## src/rtl/text_console_char_engine_assert.svh

```systemverilog
// Assertion macros used by the console engine back module.
// Both expect a clock named aclk and an active-low reset named aresetn in scope.
`ifndef TEXT_CONSOLE_CHAR_ENGINE_ASSERT_SVH
`define TEXT_CONSOLE_CHAR_ENGINE_ASSERT_SVH

// The condition must hold in the same cycle as the trigger.
`define TCCE_ASSERT_IMP(lbl, trig, cond) \
    lbl: assert property (@(posedge aclk) disable iff (!aresetn) (trig) |-> (cond)) \
        else $error("tcce: same-cycle check failed");

// The condition must hold in the cycle after the trigger.
`define TCCE_ASSERT_NXT(lbl, trig, cond) \
    lbl: assert property (@(posedge aclk) disable iff (!aresetn) (trig) |=> (cond)) \
        else $error("tcce: next-cycle check failed");

`endif

```

## src/rtl/tcce_pkg.sv

```systemverilog
package tcce_pkg;

    // Default geometry of the screen.
    localparam int COLS_DEF     = 80;
    localparam int ROWS_DEF     = 25;
    localparam int TAB_STOP_DEF = 8;

    // Depth of the command queue between the front and the back.
    localparam int QUEUE_DEPTH = 2;

    // Configuration register indexes.
    localparam logic CFG_FG = 1'b0;
    localparam logic CFG_BG = 1'b1;

    // Operation codes of an input beat.
    localparam logic OP_FEED = 1'b0;
    localparam logic OP_READ = 1'b1;

    // Byte codes with a special meaning.
    localparam logic [7:0] CH_NUL   = 8'h00;
    localparam logic [7:0] CH_BS    = 8'h08;
    localparam logic [7:0] CH_TAB   = 8'h09;
    localparam logic [7:0] CH_NL    = 8'h0A;
    localparam logic [7:0] CH_SPACE = 8'h20;
    localparam logic [7:0] CH_QMARK = 8'h3F;
    localparam logic [7:0] CH_DEL   = 8'h7F;
    localparam logic [7:0] UTF_C2   = 8'hC2;
    localparam logic [7:0] UTF_C3   = 8'hC3;
    localparam logic [7:0] C2_LOW   = 8'hA1;
    localparam logic [7:0] C2_HIGH  = 8'hBF;

    // Cell written by the clearing pass: space, white on black.
    localparam logic [15:0] RESET_CELL = 16'h0F20;

    // Code page 437 codes for the second byte after 0xC2 (0xA1 to 0xBF).
    localparam logic [7:0] MAP_C2 [31] = '{
        8'd173, 8'd155, 8'd156, 8'd234, 8'd157, 8'd179, 8'd21,  8'd234,
        8'd234, 8'd166, 8'd234, 8'd170, 8'd174, 8'd234, 8'd234, 8'd248,
        8'd241, 8'd253, 8'd234, 8'd39,  8'd230, 8'd20,  8'd249, 8'd44,
        8'd49,  8'd167, 8'd175, 8'd172, 8'd171, 8'd234, 8'd168
    };

    // Code page 437 codes for the second byte after 0xC3 (0x80 to 0xBF).
    localparam logic [7:0] MAP_C3 [64] = '{
        8'd65,  8'd65,  8'd65,  8'd65,  8'd142, 8'd143, 8'd146, 8'd128,
        8'd69,  8'd144, 8'd69,  8'd69,  8'd73,  8'd73,  8'd73,  8'd73,
        8'd68,  8'd165, 8'd79,  8'd79,  8'd79,  8'd79,  8'd153, 8'd120,
        8'd79,  8'd85,  8'd85,  8'd85,  8'd154, 8'd89,  8'd48,  8'd225,
        8'd133, 8'd160, 8'd131, 8'd97,  8'd132, 8'd134, 8'd145, 8'd135,
        8'd138, 8'd130, 8'd136, 8'd137, 8'd141, 8'd161, 8'd140, 8'd139,
        8'd235, 8'd164, 8'd149, 8'd162, 8'd147, 8'd111, 8'd148, 8'd246,
        8'd237, 8'd151, 8'd163, 8'd150, 8'd129, 8'd121, 8'd0,   8'd152
    };

    // Kinds of work the back carries out.
    typedef enum logic [2:0] {
        CMD_NOP     = 3'd0,
        CMD_READ    = 3'd1,
        CMD_CHAR    = 3'd2,
        CMD_NEWLINE = 3'd3,
        CMD_TAB     = 3'd4,
        CMD_BACK    = 3'd5,
        CMD_DELETE  = 3'd6
    } cmd_kind_t;

    // One classified command in the queue.
    typedef struct packed {
        cmd_kind_t   kind;
        logic [7:0]  chr;
        logic [10:0] idx;
    } cmd_t;

    // Input beat.
    typedef struct packed {
        logic        operation;
        logic [7:0]  byte_in;
        logic [10:0] cell_index;
    } in_item_t;

    // Result beat.
    typedef struct packed {
        logic [10:0] cursor;
        logic [7:0]  cell_char;
        logic [3:0]  cell_fg;
        logic [3:0]  cell_bg;
    } out_item_t;

    // Status from the back to the front.
    typedef struct packed {
        logic clearing;
    } back_status_t;

    // Sort a character code into the work it causes.
    function automatic cmd_kind_t classify(input logic [7:0] c);
        cmd_kind_t k;
        unique case (c)
            CH_NUL:  k = CMD_NOP;
            CH_NL:   k = CMD_NEWLINE;
            CH_TAB:  k = CMD_TAB;
            CH_BS:   k = CMD_BACK;
            CH_DEL:  k = CMD_DELETE;
            default: k = CMD_CHAR;
        endcase
        return k;
    endfunction

endpackage

```

## src/rtl/tcce_front.sv

```systemverilog
module tcce_front (
    input  logic                  aclk,
    input  logic                  aresetn,
    input  logic                  s_valid,
    output logic                  s_ready,
    input  tcce_pkg::in_item_t    s_item,
    input  tcce_pkg::back_status_t status,
    input  logic                  q_ready,
    output logic                  q_valid,
    output tcce_pkg::cmd_t        q_cmd
);

    typedef enum logic [1:0] {
        PFX_NONE = 2'd0,
        PFX_C2   = 2'd1,
        PFX_C3   = 2'd2
    } prefix_t;

    prefix_t    prefix_reg, prefix_next;
    logic       accept;
    logic [7:0] mapped;

    // Beats are taken while the queue has room and the screen is not being cleared.
    assign s_ready = q_ready && !status.clearing;
    assign accept  = s_valid && s_ready;
    assign q_valid = s_valid && !status.clearing;

    // Classify the beat and track a pending UTF-8 lead byte.
    always_comb begin
        prefix_next = prefix_reg;
        mapped      = tcce_pkg::CH_QMARK;
        q_cmd.idx   = s_item.cell_index;
        q_cmd.chr   = s_item.byte_in;
        q_cmd.kind  = tcce_pkg::CMD_NOP;
        if (s_item.operation == tcce_pkg::OP_READ) begin
            q_cmd.kind = tcce_pkg::CMD_READ;
        end else begin
            unique case (prefix_reg)
                PFX_C2: begin
                    if (s_item.byte_in >= tcce_pkg::C2_LOW &&
                        s_item.byte_in <= tcce_pkg::C2_HIGH) begin
                        mapped = tcce_pkg::MAP_C2[5'(s_item.byte_in - tcce_pkg::C2_LOW)];
                    end
                    prefix_next = PFX_NONE;
                    q_cmd.chr   = mapped;
                    q_cmd.kind  = tcce_pkg::classify(mapped);
                end
                PFX_C3: begin
                    if (s_item.byte_in[7:6] == 2'b10) begin
                        mapped = tcce_pkg::MAP_C3[s_item.byte_in[5:0]];
                    end
                    prefix_next = PFX_NONE;
                    q_cmd.chr   = mapped;
                    q_cmd.kind  = tcce_pkg::classify(mapped);
                end
                default: begin
                    if (s_item.byte_in == tcce_pkg::UTF_C2) begin
                        prefix_next = PFX_C2;
                    end else if (s_item.byte_in == tcce_pkg::UTF_C3) begin
                        prefix_next = PFX_C3;
                    end else begin
                        q_cmd.kind = tcce_pkg::classify(s_item.byte_in);
                    end
                end
            endcase
        end
    end

    // The prefix only moves on an accepted beat.
    always_ff @(posedge aclk) begin
        if (!aresetn) begin
            prefix_reg <= PFX_NONE;
        end else if (accept) begin
            prefix_reg <= prefix_next;
        end
    end

endmodule

```

## config.mk

```make
export PLATFORM = sky130hd
export DESIGN_NAME = tcce_front
export DESIGN_NICKNAME = d
export VERILOG_FILES = /design/src/rtl/text_console_char_engine_assert.svh /design/src/rtl/tcce_pkg.sv /design/src/rtl/tcce_front.sv
export SDC_FILE = /design/constraint.sdc
export NUM_CORES = 1
export LEC_CHECK = 0
export BUFFER_PORTS_ARGS = -buffer_cell sky130_fd_sc_hd__buf_2
export CORE_MARGIN = 2
export CORE_UTILIZATION = 46
export CTS_BUF_LIST = sky130_fd_sc_hd__clkbuf_2
export CTS_CLUSTER_SIZE = 10
export DETAILED_ROUTE_END_ITERATION = 16
export PLACE_DENSITY_LB_ADDON = 0.1
export SLEW_MARGIN = 20
export SYNTH_ARGS = -nofsm -noshare
export SYNTH_HDL_FRONTEND = slang
export SYNTH_SLANG_ARGS = --single-unit
```

## constraint.sdc

```tcl
create_clock -name aclk -period 4.3 [get_ports aclk]
set_input_delay 0.86 -clock aclk [delete_from_list [all_inputs] [get_ports aclk]]
set_output_delay 0.86 -clock aclk [all_outputs]
set_load 0.005 [all_outputs]
```

# Word level (Yosys, flattened, before mapping)
# Memory sizes are Yosys's and may differ from the RTL's.
# Index checks and enable logic that the tools add are counted.
# W data, S select, Z words.
dict set report totals {
  output_inout_bits 24
  regBits 2
  inputBits 25
  mem_count 2
  romBits 768
  elab_cells 61
}
# memory depth width read_ports rd_clocked_by_memory_dff write_ports line
set mem_list {}
lappend mem_list {{(no name shown)} 64 8 1 0 0 tcce_front.sv:50} ;# mapped = tcce_pkg::MAP_C3[s_item.byte_in[5:0]];
lappend mem_list {{(no name shown)} 32 8 1 0 0 tcce_front.sv:42} ;# mapped = tcce_pkg::MAP_C2[5'(s_item.byte_in - tcce_pkg::C2_LOW)];
dict set report op_classes {
  eq_ne 17
  addsub 1
  bitwise_logic 3
  n_mux 22
  reduce_logical 11
  n_lt_le_gt_ge 4
}
# cell count
set op_table {}
lappend op_table {{$mux W8} 11}
lappend op_table {{$eq A8 B4 Y1 const B} 9}
lappend op_table {{$pmux W3 S5} 3}
lappend op_table {{$eq A8 B7 Y1 const B} 3}
lappend op_table {{$logic_not A8 Y1} 3}
lappend op_table {{$eq A8 B8 Y1 const B} 2}
lappend op_table {{$pmux W8 S2} 1}
lappend op_table {{$mux W3} 3}
lappend op_table {{$ge A8 B8 Y1 const B} 1}
lappend op_table {{$le A8 B8 Y1 const B} 1}
lappend op_table {{$ge A7 B7 Y1 const B} 1}
lappend op_table {{$not A6 Y7} 1}
lappend op_table {{$ge A6 B6 Y1 const B} 1}
lappend op_table {{$mux W2} 3}
lappend op_table {{$not A5 Y6} 1}
lappend op_table {{$pmux W3 S2} 1}
lappend op_table {{$sub A5 B1 Y5 const B} 1}
lappend op_table {{$eq A2 B2 Y1 const B} 2}
lappend op_table {{$logic_and A1 B1 Y1} 4}
lappend op_table {{$reduce_and A3 Y1} 1}
lappend op_table {{$reduce_bool A3 Y1} 1}
lappend op_table {{$eq A2 B1 Y1 const B} 1}
lappend op_table {{$reduce_or A2 Y1} 1}
lappend op_table {{$logic_not A1 Y1} 1}
lappend op_table {{$not A1 Y1} 1}

# Logic depth before layout (Yosys ltp)
dict set report logic_depth {
  word_depth 12
  ltp_mapped 12
  ltp_nobuf 10
}

# Worst setup path after synthesis
# No wires, ideal clock.
dict set report synth_path {
  path_kind {input -> output}
  startpoint {input s_item[12] in the netlist's numbering}
  endpoint {output q_cmd[20] in the netlist's numbering}
  t_required_ns 3.440
  arrival_ns 3.367
  path_slack_ns 0.073
  path_buffers 2
  cell_stages 12
  path_cell_list {clkbuf_1 > inv_1 > ha_1 > ha_1 > buf_2 > mux2_2 > a21oi_1 > o211ai_1 > o31a_1 > nor3_2 > a31oi_1 > a311o_1}
}
# item line
set synth_rtl {}
lappend synth_rtl {{from (decl)} tcce_front.sv:6} ;# input tcce_pkg::in_item_t s_item,
lappend synth_rtl {{to (decl)} tcce_front.sv:10} ;# output tcce_pkg::cmd_t q_cmd

==> summary.md <==
| Metric | Value |
|---|---|
| Latest clock arrival within the worst-skew pair | 190 ps |
| CORE AREA | 5140 um^2 |
| Final setup margin | 123.4 ps |
| Levels on crit path | 13 |
| Final hold violations | 0 |
| Critical Path Source Type | input port |
| Hold slack | 503.6 ps |
| Critical Path AT | 3320 ps |
| GP Congestion | 1.009 |
| Worst rel slew slack | 63.00% |
| R2R Setup Slk | 2720 ps |
| Slew @ Worst Pin | 552.2 ps |
| CP bufs+invs | 5 |
| RSZ-0062 raised after global routing | no |
| Number of synthesized flops with an enable pin | 0 |
| Initial DRC Count | 261 |
| Peak Freq | 0.2394 GHz |
| Die Y | 77.18 um |
| Vias | 2748 |
| Slowest CP cell | a311o_1 |
| Total gr overflow | 0 |
| Cell-internal power | 0.0001374 W |
| Final min period | 4177 ps |
| First-pass GRT wire length | 13.30 mm |
| Number of I/O pins | 49 |
| Yosys Warn Count | 0 |
| DRT Pass-1 Iters | 5 |
| Tot Pwr | 0.0002967 W |
| Post-Synthesis Cells | 341 |
| Ys flop type | dfxtp_1 |
| Worst reg2reg path startpoint | prefix_reg[0] |
| Worst-path clk slew | 30 ps |
| WL final | 8.098 mm |
| Pwr/cell area | 112.4 nW/um^2 |
| Post-synthesis sequential area ratio | 1.625% |
| Area Growth Syn to Fin | 7.161% |
| Htree depth | 1 |
| Max_cap viols | 0 |
| Worst-case reg-to-reg path depth | 5 |
| Avg Vias per Cell | 6.421 |
| DRC errors left | 0 |
| WS Path Type | input port to primary output |
| Sink Count | 2 |
| Mapped cell area | 2464 um^2 |
| Hold WC Path Type | register to register |
| Syn avg cell area | 7.225 um^2 |
| Row cnt | 26 |
| CP Capture Type | primary output |
| Largest net degree at the start of global routing | 23 |
| Origin of the worst setup path | s_item[11] |
| Place WS | 109.7 ps |
| WL per Instance | 18.92 um |
| Commonest non-fill, non-tap cells in the layout | 31 x nor2_1, 31 x nand2_1, 29 x buf_4 |
| Max IR drop VDD | 0.07801 mV |
| Die width | 77.18 um |
| Initial Util | 47.93% |
| Slowest cell delay on critical path | 370 ps |
| CP endpoint | q_cmd[20] |
| Crit path max-delay family | compound AO/OA/AOI/OAI gates |
| N_diodes | 0 |
| RR Endpoint | prefix_reg[1] |
| Post-Syn Nets | 383 |
| Outcome | finished clean |
| Final slew viol count | 0 |
| Synth cell types | 86 |
| Final period util | 97.13% |
| Comb pwr share | 83.8% |
| Initial antenna violation count | 0 |
| Vias in the first global route | 2584 |
| Final #Nets | 402 |
| Total GRT Usage | 27.38% |
| Ys async rst share | 0% |
| Sequential share of power | 6.3% |
| Total Neg Setup Slack | 0 ps |
| Clock power frac | 9.9% |
| Layout cells sized above 1 | 25.42% |
| Worst-case clock buffer depth | 2 |
| Yosys reg bits | 2 |
| Net Sw Power | 0.0001593 W |
| Die ar. | 5957 um^2 |
| Final setup violation count | 0 |
| Skew final | 5.505 ps |
| CTS Buf Count | 3 |
| CTS tree | done |
| Final HPWL DP | 6.100 mm |
| Post-route ant nets | 0 |
| Crit-path max FO | 10 |
| Placed inst area | 2616 um^2 |
| Port Buffers | 26 |
| Final Cell Area | 2640 um^2 |
| Leakage | 1.047 nW |
| Switching portion of total power | 53.69% |
| Cells along the critical path | buf_2 -> inv_1 -> buf_4 -> ha_2 -> buf_4 -> nor2b_1 -> o311ai_2 -> o221ai_2 -> or2_4 -> nor4_4 -> nand3_1 -> a311o_1 -> buf_2 |
| Number of flip-flops in the largest register | 2 |
| Crit path required time | 3440 ps |
| Root buffer cell | clkbuf_2 |
repair_timing:
| item | 4_1_cts | 5_1_grt |
|---|---|---|
| hold buffers | 0 | 0 |
| resized for setup | 0 | 4 |
| setup endpoints to repair | 0 | 2 |
| setup buffers | 0 | 0 |
worst min-delay path by stage:
stage / slack [ps] / from / endpoint / cells after the start
6_report: 500 / prefix_reg[1] / prefix_reg[1] / 2
3_3_place_gp: 500 / prefix_reg[1] / prefix_reg[1] / 2
4_1_cts: 500 / prefix_reg[1] / prefix_reg[1] / 2
2_1_floorplan: 470 / prefix_reg[1] / prefix_reg[1] / 2
5_1_grt: 540 / prefix_reg[1] / prefix_reg[1] / 2
3_5_place_dp: 490 / prefix_reg[1] / prefix_reg[1] / 2
layer usage:
| layer | routed length [um] | share of wire, % | vias up | global-route usage (%) |
|---|---|---|---|---|
| met5 | 0 | 0 | - | 0 |
| met4 | 128 | 1.6 | 0 | 6.964 |
| met3 | 688 | 8.5 | 16 | 1.765 |
| met2 | 3915 | 48 | 140 | 46.43 |
| met1 | 3366 | 42 | 1295 | 37.48 |
| li1 | - | - | 1297 | - |
layout make-up:
type	count	area (um^2)
clock buffer	3	15.01
multi-input combinational	279	2062
inverter	18	67.56
timing repair buffer	56	367.9
fill	556	2500
tap	70	87.58
sequential	2	40.04
worst min-delay path: stages (launching register included):
cell      delay, ps
dfxtp_1         310
inv_1            70
a221oi_1         70
logic make-up (layout without fill, tap and decap cells):
family,count (synthesis),after routing,share of synthesized area (%)
AO/OA/AOI/OAI,104,104,33.42
XOR/XNOR,6,6,3.962
adder cells (fa/ha/maj),17,17,8.634
buffers and inverters,60,77,15.03
flip-flops,2,2,1.625
multiplexers,18,18,7.923
AND/OR/NAND/NOR,134,134,29.41
metrics by stage:
stage | util, % | instances
4_1_cts | 51.19 | 428
2_1_floorplan | - | 341
3_3_place_gp | 50.90 | 425
3_5_place_dp | 50.90 | 425
5_1_grt | 51.36 | 428
6_report | 51.36 | 428
synthesized netlist by cell type (all sizes together) (3+ instances only):
library cell / n / area [um^2]
nor2: 31 / 116.4
buf: 31 / 261.5
nand3: 8 / 40.04
clkbuf: 11 / 41.29
o21ai: 16 / 80.08
nor3: 8 / 50.05
ha: 17 / 212.7
o221ai: 3 / 38.79
nor3b: 3 / 27.52
a21oi: 16 / 80.08
o2111ai: 4 / 41.29
a22oi: 4 / 30.03
o311ai: 3 / 41.29
nand2b: 12 / 75.07
a2111oi: 4 / 41.29
xnor2: 5 / 88.84
or3: 4 / 25.02
nand4: 7 / 43.79
mux2i: 15 / 150.1
nor2b: 11 / 68.82
or2: 4 / 27.53
o211ai: 7 / 57.55
inv: 18 / 67.57
a21boi: 3 / 22.52
nand2: 33 / 133.9
a211oi: 6 / 50.05
a31oi: 10 / 75.07
nand3b: 3 / 22.52
nor4: 3 / 33.78
power groups by stage:
| stage | Sequential, W | Combinational [W] | Clock [W] |
|---|---|---|---|
| global placement | 0.0000190 | 0.000242 | 0 |
| floorplan | 0.0000190 | 0.000185 | 0 |
| finish | 0.0000187 | 0.000248 | 0.0000295 |
| global route | 0.0000187 | 0.000270 | 0.0000317 |
| CTS | 0.0000187 | 0.000244 | 0.0000306 |
| detailed placement | 0.0000190 | 0.000243 | 0 |
(Power assumes the default switching activity.)
