===== src/rtl/text_console_char_engine_assert.svh =====
// Assertion macros used by the console engine back module.
// Both expect a clock named aclk and an active-low reset named aresetn in scope.
`ifndef TEXT_CONSOLE_CHAR_ENGINE_ASSERT_SVH
`define TEXT_CONSOLE_CHAR_ENGINE_ASSERT_SVH

// The condition must hold in the same cycle as the trigger.
`define TCCE_ASSERT_IMP(lbl, trig, cond) \
    lbl: assert property (@(posedge aclk) disable iff (!aresetn) (trig) |-> (cond)) \
        else $error("tcce: same-cycle check failed");

// The condition must hold in the cycle after the trigger.
`define TCCE_ASSERT_NXT(lbl, trig, cond) \
    lbl: assert property (@(posedge aclk) disable iff (!aresetn) (trig) |=> (cond)) \
        else $error("tcce: next-cycle check failed");

`endif


===== src/rtl/tcce_pkg.sv =====
package tcce_pkg;

    // Default geometry of the screen.
    localparam int COLS_DEF     = 80;
    localparam int ROWS_DEF     = 25;
    localparam int TAB_STOP_DEF = 8;

    // Depth of the command queue between the front and the back.
    localparam int QUEUE_DEPTH = 2;

    // Configuration register indexes.
    localparam logic CFG_FG = 1'b0;
    localparam logic CFG_BG = 1'b1;

    // Operation codes of an input beat.
    localparam logic OP_FEED = 1'b0;
    localparam logic OP_READ = 1'b1;

    // Byte codes with a special meaning.
    localparam logic [7:0] CH_NUL   = 8'h00;
    localparam logic [7:0] CH_BS    = 8'h08;
    localparam logic [7:0] CH_TAB   = 8'h09;
    localparam logic [7:0] CH_NL    = 8'h0A;
    localparam logic [7:0] CH_SPACE = 8'h20;
    localparam logic [7:0] CH_QMARK = 8'h3F;
    localparam logic [7:0] CH_DEL   = 8'h7F;
    localparam logic [7:0] UTF_C2   = 8'hC2;
    localparam logic [7:0] UTF_C3   = 8'hC3;
    localparam logic [7:0] C2_LOW   = 8'hA1;
    localparam logic [7:0] C2_HIGH  = 8'hBF;

    // Cell written by the clearing pass: space, white on black.
    localparam logic [15:0] RESET_CELL = 16'h0F20;

    // Code page 437 codes for the second byte after 0xC2 (0xA1 to 0xBF).
    localparam logic [7:0] MAP_C2 [31] = '{
        8'd173, 8'd155, 8'd156, 8'd234, 8'd157, 8'd179, 8'd21,  8'd234,
        8'd234, 8'd166, 8'd234, 8'd170, 8'd174, 8'd234, 8'd234, 8'd248,
        8'd241, 8'd253, 8'd234, 8'd39,  8'd230, 8'd20,  8'd249, 8'd44,
        8'd49,  8'd167, 8'd175, 8'd172, 8'd171, 8'd234, 8'd168
    };

    // Code page 437 codes for the second byte after 0xC3 (0x80 to 0xBF).
    localparam logic [7:0] MAP_C3 [64] = '{
        8'd65,  8'd65,  8'd65,  8'd65,  8'd142, 8'd143, 8'd146, 8'd128,
        8'd69,  8'd144, 8'd69,  8'd69,  8'd73,  8'd73,  8'd73,  8'd73,
        8'd68,  8'd165, 8'd79,  8'd79,  8'd79,  8'd79,  8'd153, 8'd120,
        8'd79,  8'd85,  8'd85,  8'd85,  8'd154, 8'd89,  8'd48,  8'd225,
        8'd133, 8'd160, 8'd131, 8'd97,  8'd132, 8'd134, 8'd145, 8'd135,
        8'd138, 8'd130, 8'd136, 8'd137, 8'd141, 8'd161, 8'd140, 8'd139,
        8'd235, 8'd164, 8'd149, 8'd162, 8'd147, 8'd111, 8'd148, 8'd246,
        8'd237, 8'd151, 8'd163, 8'd150, 8'd129, 8'd121, 8'd0,   8'd152
    };

    // Kinds of work the back carries out.
    typedef enum logic [2:0] {
        CMD_NOP     = 3'd0,
        CMD_READ    = 3'd1,
        CMD_CHAR    = 3'd2,
        CMD_NEWLINE = 3'd3,
        CMD_TAB     = 3'd4,
        CMD_BACK    = 3'd5,
        CMD_DELETE  = 3'd6
    } cmd_kind_t;

    // One classified command in the queue.
    typedef struct packed {
        cmd_kind_t   kind;
        logic [7:0]  chr;
        logic [10:0] idx;
    } cmd_t;

    // Input beat.
    typedef struct packed {
        logic        operation;
        logic [7:0]  byte_in;
        logic [10:0] cell_index;
    } in_item_t;

    // Result beat.
    typedef struct packed {
        logic [10:0] cursor;
        logic [7:0]  cell_char;
        logic [3:0]  cell_fg;
        logic [3:0]  cell_bg;
    } out_item_t;

    // Status from the back to the front.
    typedef struct packed {
        logic clearing;
    } back_status_t;

    // Sort a character code into the work it causes.
    function automatic cmd_kind_t classify(input logic [7:0] c);
        cmd_kind_t k;
        unique case (c)
            CH_NUL:  k = CMD_NOP;
            CH_NL:   k = CMD_NEWLINE;
            CH_TAB:  k = CMD_TAB;
            CH_BS:   k = CMD_BACK;
            CH_DEL:  k = CMD_DELETE;
            default: k = CMD_CHAR;
        endcase
        return k;
    endfunction

endpackage


===== src/rtl/tcce_queue.sv =====
module tcce_queue (
    input  logic           aclk,
    input  logic           aresetn,
    input  logic           in_valid,
    output logic           in_ready,
    input  tcce_pkg::cmd_t in_cmd,
    output logic           out_valid,
    input  logic           out_pop,
    output tcce_pkg::cmd_t out_cmd
);

    localparam int DEPTH = tcce_pkg::QUEUE_DEPTH;
    localparam int PTR_W = (DEPTH > 1) ? $clog2(DEPTH) : 1;
    localparam int CNT_W = $clog2(DEPTH + 1);

    tcce_pkg::cmd_t     entry_reg [DEPTH];
    logic [PTR_W-1:0]   wr_ptr_reg, rd_ptr_reg;
    logic [CNT_W-1:0]   count_reg;
    logic               push, pop;

    assign in_ready  = count_reg != CNT_W'(DEPTH);
    assign out_valid = count_reg != '0;
    assign out_cmd   = entry_reg[rd_ptr_reg];
    assign push      = in_valid && in_ready;
    assign pop       = out_pop && out_valid;

    // Entry storage.
    always_ff @(posedge aclk) begin
        if (push) begin
            entry_reg[wr_ptr_reg] <= in_cmd;
        end
    end

    // Pointers and fill count.
    always_ff @(posedge aclk) begin
        if (!aresetn) begin
            wr_ptr_reg <= '0;
            rd_ptr_reg <= '0;
            count_reg  <= '0;
        end else begin
            if (push) begin
                wr_ptr_reg <= (wr_ptr_reg == PTR_W'(DEPTH - 1)) ? '0 : wr_ptr_reg + 1'b1;
            end
            if (pop) begin
                rd_ptr_reg <= (rd_ptr_reg == PTR_W'(DEPTH - 1)) ? '0 : rd_ptr_reg + 1'b1;
            end
            if (push && !pop) begin
                count_reg <= count_reg + 1'b1;
            end else if (pop && !push) begin
                count_reg <= count_reg - 1'b1;
            end
        end
    end

endmodule


===== config.mk =====
export PLATFORM = sky130hd
export DESIGN_NAME = tcce_queue
export DESIGN_NICKNAME = d
export VERILOG_FILES = /design/src/rtl/text_console_char_engine_assert.svh /design/src/rtl/tcce_pkg.sv /design/src/rtl/tcce_queue.sv
export SDC_FILE = /design/constraint.sdc
export NUM_CORES = 1
export LEC_CHECK = 0
export ABC_AREA = 1
export BUFFER_PORTS_ARGS = -buffer_cell sky130_fd_sc_hd__buf_2
export CAP_MARGIN = 20
export CORE_MARGIN = 1.5
export CORE_UTILIZATION = 31
export CTS_CLUSTER_DIAMETER = 30
export DETAILED_ROUTE_END_ITERATION = 7
export SLEW_MARGIN = 10
export SYNTH_ARGS = -nofsm -noshare
export SYNTH_HDL_FRONTEND = slang
export SYNTH_SLANG_ARGS = --single-unit

===== constraint.sdc =====
create_clock -name aclk -period 2.3 [get_ports aclk]
set_input_delay 0.46 -clock aclk [delete_from_list [all_inputs] [get_ports aclk]]
set_output_delay 0.46 -clock aclk [all_outputs]
set_load 0.1 [all_outputs]

# After elaboration in Yosys (flattened, before gate mapping)
# Memory sizes are Yosys's and may differ from the RTL's. A register that Yosys moved wholly into a read port is not among the register bits.
# Cells that the tools add are included.
[word_totals]
in_bits = 26
wordCells = 25
ram_bits = 44
register_bits = 4
memories = 1
[op_classes]
eq_ne = 1
n_addsub = 4
n_reduce_logical = 8
mux = 8
[mem_list]
columns = ["memory", "words", "word_bits", "rd", "rd_clocked_by_memory_dff", "write_ports", "line", "rtl"]
rows = [
  ["entry_reg", 2, 22, 1, 1, 1, "tcce_queue.sv:16", "tcce_pkg::cmd_t entry_reg [DEPTH];"],
]
[op_table]
columns = ["op", "count"]
rows = [
  ["$mux W1", 6],
  ["$logic_and A1 B1 Y1", 4],
  ["$mux W2", 2],
  ["$reduce_bool A2 Y1", 2],
  ["$add A1 B1 Y1 const B", 2],
  ["$add A2 B1 Y2 const B", 1],
  ["$logic_not A1 Y1", 2],
  ["$ne A2 B2 Y1 const B", 1],
  ["$sub A2 B1 Y2 const B", 1],
]

# Logic depth before layout (Yosys ltp)
# Gate-level depths: netlist of the first run.
[depth]
word_depth = 6
depth_mapped = 11

# Least setup slack after synthesis of the first run
# No wires, ideal clock.
[synth_path]
path_type = "register to register"
startpoint = "register count_reg[0]"
endpoint = "memory entry_reg[0][0] (netlist bit), enable pin"
n_path_buf = 0
arrival_ns = 1.954
period_less_slack_ns = 2.355
stages_incl_launch_ff = 5
setup_slack_ns = -0.055
required_ns = 1.899
path_cell_list = "dfxtp_1 -> inv_2 -> nand2_2 -> nand2_1 -> nor2_1"
[synth_between]
elab_chain_cells = 4
[synth_rtl]
columns = ["element", "line", "rtl"]
rows = [
  ["start, declared", "tcce_queue.sv:18", "logic [CNT_W-1:0] count_reg;"],
  ["start signal, assigned", "tcce_queue.sv:48", "count_reg <= count_reg + 1'b1;"],
  ["start signal, assigned", "tcce_queue.sv:50", "count_reg <= count_reg - 1'b1;"],
  ["$ne A2 B2 Y1", "tcce_queue.sv:21", "assign in_ready = count_reg != CNT_W'(DEPTH);"],
  ["named net in_ready", "tcce_queue.sv:5", "output logic in_ready,"],
  ["$logic_and A1 B1 Y1", "tcce_queue.sv:24", "assign push = in_valid && in_ready;"],
  ["$mux W1", "tcce_queue.sv:29", "if (push) begin"],
  ["$mux W1 (implied by the code)", "tcce_queue.sv:30", "entry_reg[wr_ptr_reg] <= in_cmd;"],
  ["end, declared", "tcce_queue.sv:16", ""],
]
# The timed path passes the listed nets, and every way through them passes these cells.

==> impl_metrics.py, run 1 <==
metrics = {
    "run_status": {
        "status": "finished clean",
    },
    "power_and_ir_drop": {
        "power_leakage_nw": 1.01,
        "p_switching_mw": 1.60,
        "swShare_pct": 43.6,
        "clkPwrFrac_pct": 15.5,
        "power_density_nw_per_um2": 1400,
        "combPwrFrac_pct": 52.6,
        "ir_drop_v": 0.000563,
        "power_frac_seq_pct": 31.9,
        "intPower_mw": 2.08,
    },
    "synthesis": {
        "synth_flop_cell": "edfxtp_1",
        "synth_top_family_by_area": "multiplexers",
        "synth_top_cell_by_area": "edfxtp_1",
        "syn-instance-count": 105,
        "synthTopCellsByArea": "edfxtp_1, mux2_2, dfxtp_1, nand2_1, nor2_1",
        "synthTopCellsByCount": "edfxtp_1, mux2_2, nand2_1, nor2_1, inv_1",
        "synth-compound-area-share_pct": 1.23,
        "async_flop_share_pct": 0,
        "yosys.area_share.adder_pct": 0.682,
        "synth_top_area_share_pct": 72.0,
        "synth_simple_gate_area_share_pct": 4.23,
        "synth_area_um2": 1830,
        "synth_area_per_cell_um2": 17.5,
        "ys_seq_elements": 49,
        "syn_nets": 132,
        "muxShareOfSynthArea_pct": 13.5,
        "synth_edf_count": 44,
        "yosysSeqAreaShare_pct": 77.5,
        "ys_types": 15,
        "synthXorXnorAreaFrac_pct": 0,
        "synth_most_common_cell": "edfxtp_1",
        "synth_warnings": 0,
    },
    "sta": {
        "tightest_slew_ns": 0.486,
        "clock_skew_ns": 0.00513,
        "final_max_slew_viol_count": 0,
        "rsz0062_at_grt": "false",
        "fin_crit_sh_pct": 81.2,
        "setup_viol": 0,
        "finalHoldViolations": 0,
        "relSlewSlack_pct": 67.9,
        "max_freq_mhz": 536,
        "worst_slack_ns": 0.433,
        "min_period_ns": 1.87,
    },
    "min_path": {
        "hp-start": "in_cmd[7]",
        "min_to": "entry_reg[0][7]",
        "hold-path-cell-count": 1,
        "hp-class": "in -> reg",
    },
    "routing": {
        "wl_um": 3290,
        "via_per_inst": 4.44,
        "drt_first_pass_iters": 4,
        "ant_nets": 0,
        "routed.top_layer": "met4",
        "wl_met3_um": 208,
        "dr.first_iter.drc_count": 27,
        "met2_wirelength_um": 1880,
        "wire_per_inst_um": 13.9,
        "met1_length_um": 1180,
        "drc": 0,
        "via_count": 1048,
    },
    "setup_path": {
        "cp.arrival_ns": 1.41,
        "critPathKind": "reg -> out",
        "cp_slowest_cell": "mux2_2",
        "worst_r2r_startpoint": "count_reg[0]",
        "max_stage_delay_ns": 0.39,
        "r2r_slack_ns": 0.79,
        "path_cells": "buf_4, mux2_2, buf_12",
        "r2r_cells": 10,
        "crit_required_ns": 1.84,
        "cp-end-kind": "output port",
        "worst_setup_path_start_kind": "register",
        "regToRegEndpoint": "count_reg[1]",
        "crit_fanout": 14,
    },
    "global_route": {
        "grt_usage_pct": 11.0,
        "grt_start_max_net_pins": 23,
        "antenna_found_initial": 0,
        "grt_pass1_vias": 1141,
        "grt_pass1_wl_um": 5180,
        "globalRouteOverflowTotal": 0,
    },
    "clocking": {
        "clockBufferDepth": 2,
        "clock_latency_ns": 0.29,
        "cts.sinks": 49,
        "cts_made_buffers": 5,
        "cts-resized-gates": 0,
        "clk_pin_slew_ns": 0.08,
        "holdBufCountCts": 0,
        "cts_tree": "yes",
        "postCtsSetupBuffers": 0,
        "cts-root-buf": "clkbuf_8",
        "ctsHtreeMaxLevel": 2,
    },
    "floorplan": {
        "io_pins": 50,
        "coreArea_um2": 5610,
        "die_w_um": 79.9,
        "initial_core_util_pct": 32.7,
        "rows": 27,
        "die_height_um": 79.9,
        "die_area_um2": 6390,
    },
    "layout": {
        "num_antenna_cells": 0,
        "fillers": 523,
        "design_area_um2": 2620,
        "drive_above_1_share_pct": 51.8,
        "nets": 190,
        "area_growth_pct": 42.8,
        "largest_register_ffs": 44,
    },
    "place": {
        "pre_cts_slack_ns": 0.728,
        "dp_hpwl_um": 2350,
        "placed_cell_area_um2": 2510,
        "port_buffers": 49,
        "place_congestion": 0.716,
    },
    "flow_run": {
        "maxCapViolCount": 0,
    },
}
[worst max-delay path, delay by kind of cell (launching register included)]
kind,cells,cell delay [ns]
buffers and inverters,2,0.39
flip-flops,1,0.33
multiplexers,1,0.39
[stage by stage]
stage / util (%) / setup TNS (ns) / cells / power, mW / hold WS (ns)
after floorplan: - / -2.42 / 105 / 2.49 / 0.467
after global routing: 46.7 / 0 / 236 / 3.83 / 0.343
after CTS: 46.7 / 0 / 236 / 3.72 / 0.346
final: 46.7 / 0 / 236 / 3.68 / 0.360
after global placement: 44.8 / 0 / 228 / 3.10 / 0.487
after detailed placement: 44.8 / 0 / 228 / 3.14 / 0.502
[power by group through the flow]
stage	clock, mW	combinational, mW	sequential [mW]
after global placement	0	1.91	1.18
after detailed placement	0	1.95	1.20
final	0.571	1.93	1.17
after CTS	0.594	1.95	1.17
after global routing	0.630	2.01	1.19
after floorplan	0	1.30	1.19
[per-layer routing]
layer	vias up	global-route usage, %
li1	498	-
met1	513	10.7
met5	-	0
met2	35	21.6
met4	0	3.62
met3	2	3.43
[cell families (layout without fill, tap and decap cells)]
logic type / after synthesis / after routing
flip-flops: 49 / 49
multiplexers: 22 / 22
AND/OR/NAND/NOR: 19 / 19
buffers and inverters: 10 / 69
AO/OA/AOI/OAI: 4 / 4
adder cells (fa/ha/maj): 1 / 1
[placed cells by master, fill, tap and decap left out, drive strengths merged]
master	netlist	layout
inv	8	8
nor2	8	8
o21ai	2	2
o21a	1	1
ha	1	1
nand3	1	1
bufinv	0	1
nand4	1	1
edfxtp	44	44
dfxtp	5	5
clkbuf	0	6
buf	2	53
nand2	9	9
clkinv	0	1
a21oi	1	1
mux2	22	22
[how the worst max path moves through the flow]
stage	end	startpoint	depth (start not counted)	slack (ns)
global route	out_cmd[11]	register	3	0.34
floorplan	entry_reg[0][0]	count_reg[0]	4	-0.06
finish	out_cmd[11]	register	3	0.43
global placement	out_cmd[6]	register	3	0.74
CTS	out_cmd[11]	register	3	0.39
detailed placement	out_cmd[11]	register	3	0.73
[area by class of cell]
cell class | count | area, um^2 | share of cell area, %
repair buffers | 53 | 606 | 23.1
flip-flops and latches | 49 | 1420 | 54.3
multi-input cells | 46 | 365 | 14.0
inverters | 8 | 30.0 | 1.15
clock inverters | 2 | 33.8 | 1.29
well taps | 72 | 90.1 | 3.44
clock buffers | 6 | 72.6 | 2.77
(Power assumes the default switching activity.)
==> inputs of run 2 (changes only) <==
--- a/config.mk
+++ b/config.mk
@@ -5,7 +5,7 @@
 export SDC_FILE = /design/constraint.sdc
 export NUM_CORES = 1
 export LEC_CHECK = 0
-export ABC_AREA = 1
+export ABC_AREA = 0
 export BUFFER_PORTS_ARGS = -buffer_cell sky130_fd_sc_hd__buf_2
 export CAP_MARGIN = 20
 export CORE_MARGIN = 1.5
==> constraint.sdc (replaced) <==
create_clock -name aclk -period 1.7 [get_ports aclk]
set_input_delay 0.34 -clock aclk [delete_from_list [all_inputs] [get_ports aclk]]
set_output_delay 0.34 -clock aclk [all_outputs]
set_load 0.1 [all_outputs]
==> run 2 against run 1 <==
The run now ends with setup timing left. Combinational power grew 66%. Sequential power rose by 37%. First-iteration DRC count increased by 41%. Sequential share of layout area down 3.2 points. Hold slack lost 0.12 ns. Setup slack lost 0.48 ns. Power increased by 47%. Clock skew is 0.0029 ns higher.
==> impl_metrics.py, run 2 <==
metrics = {
    "synthesis": {
        "syn-instance-count": 92,
        "synth_area_um2": 1820,
        "synth_top_cell_by_area": "edfxtp_1",
        "synthTopCellsByArea": "edfxtp_1, mux2_2, dfxtp_1, and2_1, xnor2_1",
        "synth_flop_cell": "edfxtp_1",
        "yosysSeqAreaShare_pct": 78.0,
        "ys_seq_elements": 49,
        "ys_types": 19,
        "synthTopCellsByCount": "edfxtp_1, mux2_2, dfxtp_1",
        "synth_area_per_cell_um2": 19.8,
        "async_flop_share_pct": 0,
        "synth_edf_count": 44,
        "synth_warnings": 0,
        "syn_nets": 119,
        "synth_most_common_cell": "edfxtp_1",
        "synth_top_area_share_pct": 72.5,
    },
    "global_route": {
        "grt_pass1_wl_um": 5650,
        "grt_usage_pct": 12.2,
        "grt_start_max_net_pins": 23,
        "globalRouteOverflowTotal": 0,
        "grt_pass1_vias": 1136,
        "antenna_found_initial": 0,
    },
    "power_and_ir_drop": {
        "intPower_mw": 3.07,
        "clkPwrFrac_pct": 11.2,
        "ir_drop_v": 0.00129,
        "p_switching_mw": 2.34,
        "power_frac_seq_pct": 29.6,
        "power_density_nw_per_um2": 1940,
        "swShare_pct": 43.3,
        "power_leakage_nw": 1.09,
        "fin_total_pwr_mw": 5.41,
        "combPwrFrac_pct": 59.1,
    },
    "setup_path": {
        "cp_slowest_cell": "dfxtp_4",
        "critPathKind": "reg -> out",
        "r2r_cells": 5,
        "crit_required_ns": 1.36,
        "worst_r2r_startpoint": "count_reg[1]",
        "cp.buffers_inverters": 3,
        "critPathTopFamily": "buffers and inverters",
        "crit_fanout": 5,
        "cp-end-kind": "output port",
        "max_stage_delay_ns": 0.37,
        "path_cells": "buf_12, buf_16, mux2_4, buf_12",
        "worst_setup_path_start_kind": "register",
        "r2r_slack_ns": 0.07,
        "regToRegEndpoint": "count_reg[1]",
        "path_common_cell": "buf_12",
        "cp.arrival_ns": 1.41,
    },
    "routing": {
        "drt_first_pass_iters": 4,
        "ant_nets": 0,
        "wl_um": 3640,
        "dr.first_iter.drc_count": 38,
        "via_per_inst": 4.50,
        "wire_per_inst_um": 16.1,
        "drc": 0,
        "via_count": 1016,
    },
    "place": {
        "dp_hpwl_um": 2330,
        "dpl.cell_count": 214,
        "place_congestion": 0.643,
        "port_buffers": 49,
    },
    "clocking": {
        "cts_tree": "yes",
        "clk_pin_slew_ns": 0.08,
        "clock_latency_ns": 0.29,
        "ctsHtreeMaxLevel": 2,
        "cts-root-buf": "clkbuf_8",
        "clockBufferDepth": 2,
        "cts.sinks": 49,
        "cts_made_buffers": 5,
    },
    "sta": {
        "max_freq_mhz": 573,
        "tightest_slew_ns": 0.485,
        "finalHoldViolations": 0,
        "setup_viol": 20,
        "final_max_slew_viol_count": 0,
        "fin_crit_sh_pct": 103,
        "rsz0062_at_grt": "true",
        "relSlewSlack_pct": 67.9,
        "worst_slack_ns": -0.0454,
        "clock_skew_ns": 0.00808,
        "min_period_ns": 1.75,
    },
    "layout": {
        "area_growth_pct": 53.4,
        "final_util_pct": 50.1,
        "seqCellArea_um2": 1430,
        "multi_input_area_um2": 465,
        "nets": 181,
        "stdcell_count": 226,
        "drive_above_1_share_pct": 59.1,
        "layout_commonest_cell": "edfxtp_1",
        "fillers": 465,
        "final_cell_mix": "edfxtp_1, buf_2, buf_12",
        "num_antenna_cells": 0,
        "largest_register_ffs": 44,
    },
    "floorplan": {
        "die_area_um2": 6350,
        "rows": 27,
        "initial_core_util_pct": 32.7,
        "coreArea_um2": 5570,
        "die_w_um": 79.7,
        "die_height_um": 79.7,
        "io_pins": 50,
    },
    "run_status": {
        "status": "complete, but fails checks",
        "violations": "setup timing",
    },
    "min_path": {
        "hp-class": "in -> reg",
        "hp-start": "in_cmd[19]",
        "hold-path-cell-count": 1,
        "min_to": "entry_reg[0][19]",
    },
    "flow_run": {
        "maxCapViolCount": 0,
    },
}
run 2: cell count changes after synthesis, sizes merged, moves of 2 or more:
cell and change:
nor2 -8, xnor2 +2, a21boi +2, nand2 -9
inv -7, and2 +4
run 2: kinds of logic (layout without fill, tap and decap cells):
group,Yosys count,in the layout,share of synthesized area (%)
adders and majority gates,1,1,0.687
DFF,49,49,78.0
AOI/OAI and AO/OA,5,5,1.92
and+or+nand+nor,9,9,3.57
muxes,22,22,13.6
buffers and inverters,3,65,0.755
xor gates and xnor gates,3,3,1.44
run 2: layout make-up:
class / instances / share of cell area (%)
flip-flops and latches: 49 / 51.0
repair buffers: 57 / 26.2
multi-input cells: 40 / 16.7
well taps: 72 / 3.22
clock buffers: 6 / 2.60
clock inverters: 1 / 0.134
inverters: 1 / 0.134
run 2: how the worst max path moves through the flow:
stage	startpoint	cells after the start	end	slack (ns)
4_1_cts	register	4	out_cmd[17]	-0.06
3_5_place_dp	count_reg[0]	5	count_reg[1]	0.12
2_1_floorplan	count_reg[0]	5	count_reg[1]	0.02
3_3_place_gp	register	3	out_cmd[16]	0.22
6_report	register	4	out_cmd[16]	-0.05
5_1_grt	register	4	out_cmd[13]	-0.09
run 2: metal layers:
layer | vias to the layer above | global-route usage [%] | part of all wire (%)
met1 | 504 | 13.7 | 38
met3 | 2 | 4.34 | 6.7
met4 | 0 | 3.16 | 0.52
met5 | - | 0 | 0
li1 | 475 | - | -
met2 | 35 | 22.0 | 55
run 2: worst register-to-register path: stages (launching register included):
cell and delay (ns):
dfxtp_1 0.44, nand2b_4 0.10, and2_4 0.14, ha_1 0.32, or3_1 0.37, a21boi_1 0.19
run 2: stage by stage:
stage                     TNS, ns  worst slack [ns]  hold WS [ns]  cell area [um^2]
after floorplan                 0            0.0231         0.439              1830
after global placement          0             0.221         0.529              2520
after detailed placement        0             0.119         0.534              2520
after CTS                   -1.12           -0.0639         0.232              2800
after global routing        -1.59           -0.0874         0.221              2800
final                      -0.815           -0.0454         0.237              2800
run 2: power by group through the flow:
stage	Sequential, mW	Combinational (mW)	Clock, mW
after floorplan	1.59	1.88	0
after global placement	1.60	2.80	0
after detailed placement	1.62	2.84	0
after CTS	1.60	3.22	0.627
after global routing	1.62	3.30	0.674
final	1.60	3.20	0.607
run 2: what timing repair did:
action,in CTS,in global routing
resized for setup,25,0
hold buffers,0,0
setup buffers,2,0
setup endpoints to repair,20,20
gates cloned,3,0
==> inputs of run 3 (changes only) <==
--- a/config.mk
+++ b/config.mk
@@ -16,3 +16,4 @@
 export SYNTH_ARGS = -nofsm -noshare
 export SYNTH_HDL_FRONTEND = slang
 export SYNTH_SLANG_ARGS = --single-unit
+export TNS_END_PERCENT = 5
==> constraint.sdc (replaced) <==
create_clock -name aclk -period 1.5 [get_ports aclk]
set_input_delay 0.3 -clock aclk [delete_from_list [all_inputs] [get_ports aclk]]
set_output_delay 0.3 -clock aclk [all_outputs]
set_load 0.1 [all_outputs]
==> run 3 against run 2 <==
The run still ends with setup timing left. Setup slack worse by 0.11 ns. Die area stayed put. Critical path depth is 1 lower. Global-route usage is 0.97 points lower. Design area is 1.3% higher. Hold slack worse by 0.043 ns. Sequential cell count stayed put. Register-to-register slack worse by 0.05 ns. Power is 15% higher. Via count is 2.6% lower. Largest power group unchanged.
==> impl_metrics.py, run 3 (synthesis results as in run 2) <==
metrics = {
    "sta": {
        "finalHoldViolations": 0,
        "clock_skew_ns": 0.00694,
        "relSlewSlack_pct": 81.6,
        "fin_crit_sh_pct": 111,
        "worst_slack_ns": -0.160,
        "max_freq_mhz": 602,
        "rsz0062_at_grt": "true",
        "min_period_ns": 1.66,
        "final_max_slew_viol_count": 0,
        "tightest_slew_ns": 0.274,
        "setup_viol": 22,
    },
    "min_path": {
        "hp-class": "in -> reg",
        "min_to": "entry_reg[1][18]",
        "hp-start": "in_cmd[18]",
        "hold-path-cell-count": 1,
    },
    "layout": {
        "largest_register_ffs": 44,
        "nets": 181,
        "layout_commonest_cell": "edfxtp_1",
        "area_growth_pct": 55.4,
        "num_antenna_cells": 0,
        "drive_above_1_share_pct": 61.3,
        "fillers": 471,
        "stdcell_count": 227,
        "final_cell_mix": "edfxtp_1, buf_12, buf_2",
    },
    "routing": {
        "dr.first_iter.drc_count": 71,
        "via_count": 990,
        "wl_um": 3430,
        "wire_per_inst_um": 15.1,
        "ant_nets": 0,
        "drc": 0,
        "via_per_inst": 4.36,
        "drt_first_pass_iters": 2,
    },
    "floorplan": {
        "die_height_um": 79.7,
        "rows": 27,
        "io_pins": 50,
        "coreArea_um2": 5570,
        "die_area_um2": 6350,
        "initial_core_util_pct": 32.7,
        "die_w_um": 79.7,
    },
    "setup_path": {
        "cp-end-kind": "output port",
        "crit_required_ns": 1.20,
        "cp.arrival_ns": 1.36,
        "worst_r2r_startpoint": "count_reg[0]",
        "regToRegEndpoint": "count_reg[1]",
        "worst_setup_path_start_kind": "register",
        "r2r_slack_ns": 0.02,
        "critPathKind": "reg -> out",
        "r2r_cells": 6,
        "crit_fanout": 7,
    },
    "power_and_ir_drop": {
        "ir_drop_v": 0.00166,
        "power_density_nw_per_um2": 2190,
        "combPwrFrac_pct": 58.4,
        "p_switching_mw": 2.64,
        "clkPwrFrac_pct": 12.1,
        "swShare_pct": 42.7,
        "power_frac_seq_pct": 29.5,
        "power_leakage_nw": 1.10,
        "intPower_mw": 3.55,
        "fin_total_pwr_mw": 6.20,
    },
    "clocking": {
        "clock_latency_ns": 0.29,
        "cts_made_buffers": 5,
        "postCtsSetupBuffers": 0,
        "clk_pin_slew_ns": 0.08,
        "holdBufCountCts": 0,
        "cts-root-buf": "clkbuf_8",
        "cts.sinks": 49,
        "cts_tree": "yes",
        "clockBufferDepth": 2,
        "ctsHtreeMaxLevel": 2,
    },
    "global_route": {
        "antenna_found_initial": 0,
        "grt_pass1_vias": 1080,
        "grt_pass1_wl_um": 5150,
        "grt_start_max_net_pins": 23,
        "globalRouteOverflowTotal": 0,
        "grt_usage_pct": 11.3,
    },
    "flow_run": {
        "maxCapViolCount": 0,
    },
    "place": {
        "port_buffers": 49,
        "dpl.cell_count": 217,
        "dp_hpwl_um": 2420,
        "place_congestion": 0.657,
    },
    "run_status": {
        "violations": "setup timing",
        "status": "complete, but fails checks",
    },
}
[run 3: cell types whose count changed in the layout (fill, tap and decap cells not counted), sizes merged]
cell	delta
inv	-1
buf	-1
clkinv	-1
clkinvlp	+1
clkbuf	+3
[run 3: timing repair]
| item | in CTS | in global routing |
|---|---|---|
| resized for setup | 14 | 18 |
| cloned | 1 | 1 |
| setup endpoints to repair | 22 | 24 |
| endpoints found under the hold margin | 0 | 0 |
[run 3: how the worst max path moves through the flow]
stage / start / end / cells after the start
CTS: register / out_cmd[2] / 3
global route: register / out_cmd[5] / 3
detailed placement: count_reg[1] / count_reg[1] / 6
finish: register / out_cmd[5] / 3
floorplan: count_reg[0] / count_reg[1] / 5
global placement: count_reg[0] / count_reg[1] / 6
[run 3: layout make-up]
type	instances	area (um^2)	area share, %
Timing Repair Buffer	57	731	25.8
Multi-Input combinational cell	40	485	17.1
Clock buffer	8	90.1	3.18
Tap cell	72	90.1	3.18
Inverter	1	7.51	0.265
Sequential cell	49	1430	50.4
[run 3: per-layer routing]
metal,vias to the layer above,GRT usage (%),routed length (um)
met5,-,0,0
met4,0,4.21,44
met3,5,3.66,121
met2,20,21.0,1970
met1,491,11.6,1290
li1,474,-,-
[run 3: worst max-delay path, cell delays in order, from the launching register on]
cell and delay, ns:
dfxtp_4 0.41, buf_8 0.16, mux2_4 0.32, buf_12 0.17
[run 3: through the flow]
stage	setup TNS, ns	worst slack (ns)	utilization (%)	hold slack [ns]	instance area [um^2]
floorplan	-1.03	-0.103	-	0.399	1840
global placement	0	0.0958	46.6	0.489	2600
detailed placement	0	0.0468	46.6	0.491	2600
CTS	-3.42	-0.184	49.2	0.182	2740
global route	-4.10	-0.206	50.8	0.177	2830
finish	-3.10	-0.160	50.8	0.193	2830
[run 3: power by group through the flow]
stage          Clock [mW]  Sequential, mW  Combinational, mW
4_1_cts             0.785            1.81               3.49
6_report            0.752            1.83               3.62
3_5_place_dp            0            1.82               3.39
3_3_place_gp            0            1.81               3.35
2_1_floorplan           0            1.80               2.16
5_1_grt             0.845            1.85               3.71
